===== src/design/lzwc_pkg.sv =====
// ----------------------------------------------------------------------------
// LZW compressor package
// Widths, codes, payload types and controller/datapath interface structs.
// ----------------------------------------------------------------------------
package lzwc_pkg;

   localparam int MAX_CODE_WIDTH = 12;
   localparam int ADDR_W         = MAX_CODE_WIDTH + 8;
   localparam int NFC_W          = MAX_CODE_WIDTH + 1;
   localparam int ACC_W          = MAX_CODE_WIDTH + 8;
   localparam int CNT_W          = 5;
   localparam int WID_W          = 5;

   localparam logic [NFC_W-1:0]          FIRST_FREE = NFC_W'(257);
   localparam logic [MAX_CODE_WIDTH-1:0] END_CODE   = MAX_CODE_WIDTH'(256);
   localparam logic [WID_W-1:0]          MIN_WIDTH  = WID_W'(9);
   localparam logic [3:0]                MAX_BITS_RESET = 4'd12;

   typedef struct packed {
      logic [7:0] data_byte;
      logic       end_of_input;
   } req_type;

   typedef struct packed {
      logic [7:0] out_byte;
      logic       last;
   } rsp_type;

   typedef struct packed {
      logic start;        // first byte: load prefix, mark stream started
      logic rd;           // look up child of (prefix, byte)
      logic take_hit;     // extend prefix with looked-up child
      logic push_cur;     // pack prefix code
      logic push_end;     // pack end code
      logic emit_hdr;     // send header byte
      logic emit_drain;   // send one whole byte of packed bits
      logic final_drain;  // draining the end code
      logic emit_pad;     // send zero-padded final byte
      logic upd_byte;     // dictionary update with a byte
      logic upd_nobyte;   // dictionary update at end of stream
      logic stream_reset; // return stream state to reset values
      logic clr_step;     // zero one table entry
   } cmd_type;

   typedef struct packed {
      logic started;
      logic hit;
      logic cnt_ge8;
      logic cnt_nz;
      logic upd_clears;
      logic out_free;
      logic clr_done;
   } sts_type;

endpackage


===== src/design/lzwc_ctrl.sv =====
// ----------------------------------------------------------------------------
// LZW compressor controller
// Sequences lookup, code packing, dictionary update, flush and table sweep.
// ----------------------------------------------------------------------------
module lzwc_ctrl import lzwc_pkg::*; (
   input  logic    clock,
   input  logic    reset,
   input  logic    req_valid,
   input  req_type req_payload,
   output logic    req_stall,
   input  sts_type sts,
   output cmd_type cmd
);

   typedef enum logic [3:0] {
      S_CLR, S_IDLE, S_HDR, S_LOOK, S_DRAIN, S_UPD,
      S_FDRAIN1, S_FUPD, S_FEND, S_FDRAIN2, S_FPAD
   } state_type;

   state_type state_ff, state_in;
   logic      take;

   assign req_stall = (state_ff != S_IDLE);
   assign take      = req_valid && !req_stall;

   always_comb begin
      cmd      = '0;
      state_in = state_ff;
      unique case (state_ff)
         S_CLR: begin
            cmd.clr_step = 1'b1;
            if (sts.clr_done) state_in = S_IDLE;
         end
         S_IDLE: begin
            if (take) begin
               if (!sts.started) begin
                  if (!req_payload.end_of_input) begin
                     cmd.start = 1'b1;
                     state_in  = S_HDR;
                  end
               end else if (req_payload.end_of_input) begin
                  cmd.push_cur = 1'b1;
                  state_in     = S_FDRAIN1;
               end else begin
                  cmd.rd   = 1'b1;
                  state_in = S_LOOK;
               end
            end
         end
         S_HDR: begin
            if (sts.out_free) begin
               cmd.emit_hdr = 1'b1;
               state_in     = S_IDLE;
            end
         end
         S_LOOK: begin
            if (sts.hit) begin
               cmd.take_hit = 1'b1;
               state_in     = S_IDLE;
            end else begin
               cmd.push_cur = 1'b1;
               state_in     = S_DRAIN;
            end
         end
         S_DRAIN: begin
            if (sts.cnt_ge8) cmd.emit_drain = sts.out_free;
            else state_in = S_UPD;
         end
         S_UPD: begin
            cmd.upd_byte = 1'b1;
            state_in     = sts.upd_clears ? S_CLR : S_IDLE;
         end
         S_FDRAIN1: begin
            if (sts.cnt_ge8) cmd.emit_drain = sts.out_free;
            else state_in = S_FUPD;
         end
         S_FUPD: begin
            cmd.upd_nobyte = 1'b1;
            state_in       = S_FEND;
         end
         S_FEND: begin
            cmd.push_end = 1'b1;
            state_in     = S_FDRAIN2;
         end
         S_FDRAIN2: begin
            cmd.final_drain = 1'b1;
            if (sts.cnt_ge8) begin
               cmd.emit_drain = sts.out_free;
            end else if (sts.cnt_nz) begin
               state_in = S_FPAD;
            end else begin
               cmd.stream_reset = 1'b1;
               state_in         = S_CLR;
            end
         end
         S_FPAD: begin
            if (sts.out_free) begin
               cmd.emit_pad     = 1'b1;
               cmd.stream_reset = 1'b1;
               state_in         = S_CLR;
            end
         end
         default: state_in = S_IDLE;
      endcase
   end

   always_ff @(posedge clock) begin
      if (reset) state_ff <= S_CLR;
      else       state_ff <= state_in;
   end

endmodule


===== config.mk =====
export PLATFORM = sky130hd
export DESIGN_NAME = lzwc_ctrl
export DESIGN_NICKNAME = d
export VERILOG_FILES = /design/src/design/lzwc_pkg.sv /design/src/design/lzwc_ctrl.sv
export SDC_FILE = /design/constraint.sdc
export NUM_CORES = 1
export LEC_CHECK = 0
export CAP_MARGIN = 20
export CORE_UTILIZATION = 35
export CTS_CLUSTER_SIZE = 25
export DETAILED_ROUTE_END_ITERATION = 10
export DONT_BUFFER_PORTS = 1
export PLACE_DENSITY = 0.46
export SETUP_SLACK_MARGIN = 0.5
export SLEW_MARGIN = 20
export SYNTH_ARGS = -nofsm -noshare
export SYNTH_HDL_FRONTEND = slang
export SYNTH_SLANG_ARGS = --single-unit

===== constraint.sdc =====
create_clock -name clock -period 3.2 [get_ports clock]
set_input_delay 0.64 -clock clock [delete_from_list [all_inputs] [get_ports clock]]
set_output_delay 0.64 -clock clock [all_outputs]
set_load 0.01 [all_outputs]

==> run_results.csv, run 1 <==
group,metric,value,unit
clock_network,htree_levels,1,
yosys,yosysWarnings,0,
sta,fin_skew,3.00,ps
global_route,grt_max_degree,19,
die,start_util,40.0,%
yosys,synth-edff-count,0,
yosys,ys_seq_area_share,16.9,%
yosys,synth_common_cells,"nor2_1 (6), dfxtp_1 (4), nand2b_1 (4), nor2b_1 (4)",
worst_hold_path,min_path_cells,1,
sta,max_freq,408,MHz
clock_network,cts_resized,0,
setup_path,crit_family,"simple AND/OR/NAND/NOR gates",
global_route,track_usage,18.1,%
die,die_h,38.8,µm
yosys,synth-async-reset-ratio,0,%
cells_and_area,area_growth,3.96,%
pwr,power.density,964,nW/µm²
cells_and_area,largest_register_ffs,4,
drt,viasPerCell,6.18,
drt,dr.max_layer_used,"met4",
yosys,synthMostInstantiatedCell,"nor2_1",
setup_path,cp_data_required_time,2560,ps
global_route,grt_antenna_before_repair,0,
yosys,syn_nets,82,
yosys,ys.flop_type,"dfxtp_1",
die,die_x,38.8,µm
die,dieArea,1510,µm²
outcome,outcome,"completed",
drt,ant_nets,0,
sta,worst_slack,752,ps
sta,slew_viol_final,0,
setup_path,ff2ff_path_depth,4,
setup_path,endpoint_kind,"primary output",
pwr,p_total,0.475,mW
yosys,avgSynthCellArea,7.53,µm²
drt,dr_wl_met3,78,µm
setup_path,critPathBufInv,0,
drt,post-route-drc-count,0,
setup_path,start_kind,"flip-flop",
sta,finalSetupViolCount,0,
placement,postPlaceCellArea,470,µm²
cells_and_area,final_area,493,µm²
yosys,synth-seq-cells,4,
worst_hold_path,hold_path.class,"in -> reg",
sta,rsz0062_at_grt,"no",
setup_path,crit_cells,2,
setup_path,crit_type,"reg -> out",
placement,dp_slack,989,ps
sta,relSlewSlack,62.2,%
cells_and_area,final_layout_size_suffix_gt1_share,16.1,%
run,maxCapViolCount,0,
clock_network,cts_made_buffers,3,
clock_network,postCtsHoldBufs,0,
cells_and_area,top_regs,"state_ff x4",
placement,placed_cells,73,
cells_and_area,final_nets,83,
drt,via_count,470,
yosys,synth_area_leaders,"dfxtp_1 (17%), nor4b_1 (5.5%), a211oi_2 (5.3%)",
cells_and_area,instances_no_fill,76,
die,rows,12,
clock_network,cts_setup_buffers,0,
cells_and_area,regMostFlops,"state_ff",
yosys,yosys.area.top_type,"dfxtp_1",
clock_network,clock-sinks,4,
sta,hold_violations,0,
setup_path,worst_ep_arrival_time,1810,ps
setup_path,slowest_delay,600,ps
sta,hold_slack,466,ps
die,io_pins,33,
drt,dr.pass1.iters,2,
global_route,grt_pass1_vias,434,
clock_network,tritoncts,"done",
yosys,yosysTopAreaCellShare,16.9,%
cells_and_area,utilization,41.6,%
placement,gp_congestion,0.752,
placement,io_buffers,0,
pwr,ir_worst_vdd,0.409,mV
global_route,grt_pass1_wl,1820,µm
drt,met2_length,520,µm
pwr,p_leak,0.178,nW
setup_path,crit_chain,"or4b_4 > nor4b_1",
drt,wl_met1,592,µm
yosys,ys_types,32,
yosys,synth_area,474,µm²
sta,period_needed,2450,ps
sta,fin_tns_setup,0,ps
drt,drt_wl_total,1200,µm
clock_network,clk_pin_slew_worst_paths,40,ps
cells_and_area,antenna_cells,0,
clock_network,clk_latency,230,ps
drt,dr.first_iter.drc_count,8,
sta,period_share,76.5,%
clock_network,cts-root-buf,"clkbuf_4",
setup_path,crit_fanout,18,
yosys,syn_inst,63,
drt,post_drt_wl_per_cell,15.7,µm
setup_path,cpMaxStageDelayCell,"or4b_4",
die,fp.coreArea,1190,µm²
clock_network,cts_buffer_depth,2,
global_route,grt_overflow,0,
placement,hpwl,864,µm
sta,tightest_slew,559,ps
cell families after synthesis:
group           share of synthesized area (%)
compound gates                           30.9
buf+inv                                  8.44
flops                                    16.9
mux                                      2.11
simple gates                             41.7
routing by layer:
metal / vias up / GRT usage (%)
met5: - / 0
met4: 0 / 10.3
met3: 2 / 4.62
met2: 13 / 26.3
met1: 220 / 23.7
li1: 235 / -
final cells by class:
cell class,count,area (µm²)
clock buffers,3,22.5
multi-input cells,51,354
inverters,3,11.3
repair buffers,1,7.51
well taps,14,17.5
flip-flops and latches,4,80.1
fillers,136,693
report_power, final:
group	internal (mW)	switching, mW
clock	0.0420	0.0213
sequential	0.0702	0.0564
combinational	0.132	0.153
total	0.244	0.231
final timing paths:
kind,slack (ps),start,to
max,750,state_ff[3],cmd[11]
min,470,reset,state_ff[3]
max reg2reg,1280,state_ff[1],state_ff[0]
min reg2reg,650,state_ff[2],state_ff[2]
placed cells by master (no fill, tap or decap), types with 2 or more instances in the layout:
master	n
nor4b_1	3
nor2b_1	4
dfxtp_1	4
clkbuf_4	3
a21o_1	2
a21oi_1	2
and3_1	2
nand2_1	3
a31oi_1	3
inv_1	3
nand2b_1	4
a211oi_2	2
nor2_1	6
o21ai_0	3
nor3_1	2
worst reg2reg max path, stage by stage (launching register included):
cell and delay (ps):
dfxtp_1 590, and4bb_2 340, o21ai_0 460, and3_4 330
a311oi_2 80
(Power assumes the default switching activity.)
==> run 2, diff against run 1 <==
- PLACE_DENSITY: 0.46 -> 0.48
- clock period: 3.2 -> 2 ns (I/O delays scaled with it)
==> run 2 against run 1 <==
Worst setup slack worse by 620 ps. Wire length is 50% higher. Global-route usage is 5.9 points higher. Critical path depth stayed put. Via count is 23% higher. Critical path type unchanged.
==> run_results.csv, run 2 (synthesis gave the netlist of run 1 again) <==
group,metric,value,unit
outcome,outcome,"completed",
setup_path,crit_type,"reg -> out",
placement,hpwl,1040,µm
global_route,grt_antenna_before_repair,0,
cells_and_area,antenna_cells,0,
setup_path,ff2ff_path_depth,4,
setup_path,cp_data_required_time,1600,ps
cells_and_area,final_layout_size_suffix_gt1_share,63.4,%
die,dieArea,1510,µm²
clock_network,clk_latency,240,ps
worst_hold_path,hold_path.class,"in -> reg",
global_route,grt_pass1_wl,2470,µm
sta,finalSetupViolCount,0,
die,rows,12,
sta,period_needed,1870,ps
sta,period_share,93.6,%
cells_and_area,largest_register_ffs,4,
global_route,grtUsageMet3,7.51,%
clock_network,clock-sinks,4,
sta,tightest_slew,307,ps
drt,post_drt_wl_per_cell,18.7,µm
sta,max_freq,534,MHz
drt,post-route-drc-count,0,
drt,dr.first_iter.drc_count,10,
die,fp.coreArea,1190,µm²
cells_and_area,final_common_cell,"buf_4",
sta,hold_slack,215,ps
die,die_x,38.8,µm
setup_path,worst_ep_arrival_time,1470,ps
drt,via_count,580,
die,die_h,38.8,µm
setup_path,r2r_setup_slack,330,ps
sta,fin_skew,7.11,ps
drt,drt_wl_total,1800,µm
setup_path,critPathLaunch,"state_ff[1]",
setup_path,crit_fanout,4,
setup_path,start_kind,"flip-flop",
clock_network,tritoncts,"done",
global_route,grt_overflow,0,
cells_and_area,layout_common_cells,"buf_4 (13), buf_6 (5), nand2b_1 (4)",
cells_and_area,final_nets,103,
drt,ant_nets,0,
pwr,p_leak,0.329,nW
placement,io_buffers,0,
sta,rsz0062_at_grt,"yes",
drt,viasPerCell,6.04,
cells_and_area,area_growth,80.7,%
placement,gp_congestion,0.797,
setup_path,reg2reg_from,"state_ff[1]",
setup_path,setup.worst_path.end,"cmd[11]",
sta,slew_viol_final,0,
clock_network,htree_levels,1,
drt,dr.pass1.iters,4,
die,io_pins,33,
sta,hold_violations,0,
clock_network,cts_made_buffers,3,
clock_network,clk_pin_slew_worst_paths,40,ps
setup_path,endpoint_kind,"primary output",
global_route,busiest_layer,"met2",
clock_network,cts-root-buf,"clkbuf_4",
cells_and_area,top_regs,"state_ff x4",
global_route,grt_pass1_vias,544,
cells_and_area,regMostFlops,"state_ff",
cells_and_area,nFillCells,87,
global_route,grt.met2_usage,40.8,%
pwr,power.density,1490,nW/µm²
clock_network,postCtsHoldBufs,0,
global_route,grt_max_degree,14,
cells_and_area,final_area,857,µm²
run,maxCapViolCount,0,
placement,postPlaceCellArea,529,µm²
global_route,track_usage,24.0,%
clock_network,cts_buffer_depth,2,
sta,relSlewSlack,79.4,%
sta,fin_tns_setup,0,ps
setup_path,reg2reg_to,"state_ff[0]",
pwr,ir_worst_vdd,0.845,mV
die,start_util,40.0,%
global_route,grtUsageMet1,31.0,%
==> run 2: cell count changes in the layout (fill, tap and decap cells not counted), sizes merged <==
cell	change
buf	+20
==> run 2: cell type report <==
class	instances	area (µm²)	share of cell area, %
multi-input cells	51	512	59.7
clock buffers	3	22.5	2.63
flip-flops and latches	4	90.1	10.5
well taps	14	17.5	2.04
inverters	3	11.3	1.31
repair buffers	21	204	23.8
==> run 2: worst min path at each step <==
stage	startpoint	end	slack [ps]	depth (start not counted)
2_1_floorplan	reset	state_ff[1]	460	1
3_3_place_gp	reset	state_ff[3]	470	1
3_5_place_dp	reset	state_ff[3]	470	1
4_1_cts	reset	state_ff[3]	210	1
5_1_grt	reset	state_ff[3]	200	1
6_report	reset	state_ff[3]	210	1
==> run 2: where the power goes <==
part | leakage, nW | switching (mW) | internal (mW)
sequential | 0.0350 | 0.0637 | 0.124
combinational | 0.280 | 0.465 | 0.522
clock | 0.0138 | 0.0342 | 0.0672
total | 0.329 | 0.563 | 0.713
==> run 2: layer usage <==
metal	wire length, µm	vias to the layer above
met3	129	4
met1	693	274
met4	31	0
li1	-	276
met5	0	-
met2	942	26
==> run 2: critical path, stage by stage, from the launching register on <==
cell	delay, ps
dfxtp_2	340
or4b_4	590
nor4b_4	300
==> run 2: metrics by stage <==
stage / total power [mW] / utilization [%] / std cells / worst slack [ps]
floorplan: 0.625 / - / 63 / 374
global route: 1.34 / 72.3 / 96 / 71.3
CTS: 1.10 / 63.5 / 89 / 119
detailed placement: 0.724 / 44.6 / 76 / 331
global placement: 0.712 / 44.6 / 76 / 350
finish: 1.28 / 72.3 / 96 / 128
==> run 2: timing repair <==
action | CTS | global route
resized for setup | 33 | 10
endpoints found under the setup margin | 15 | 17
buffers inserted | 10 | 7
pin swaps | 7 | 7
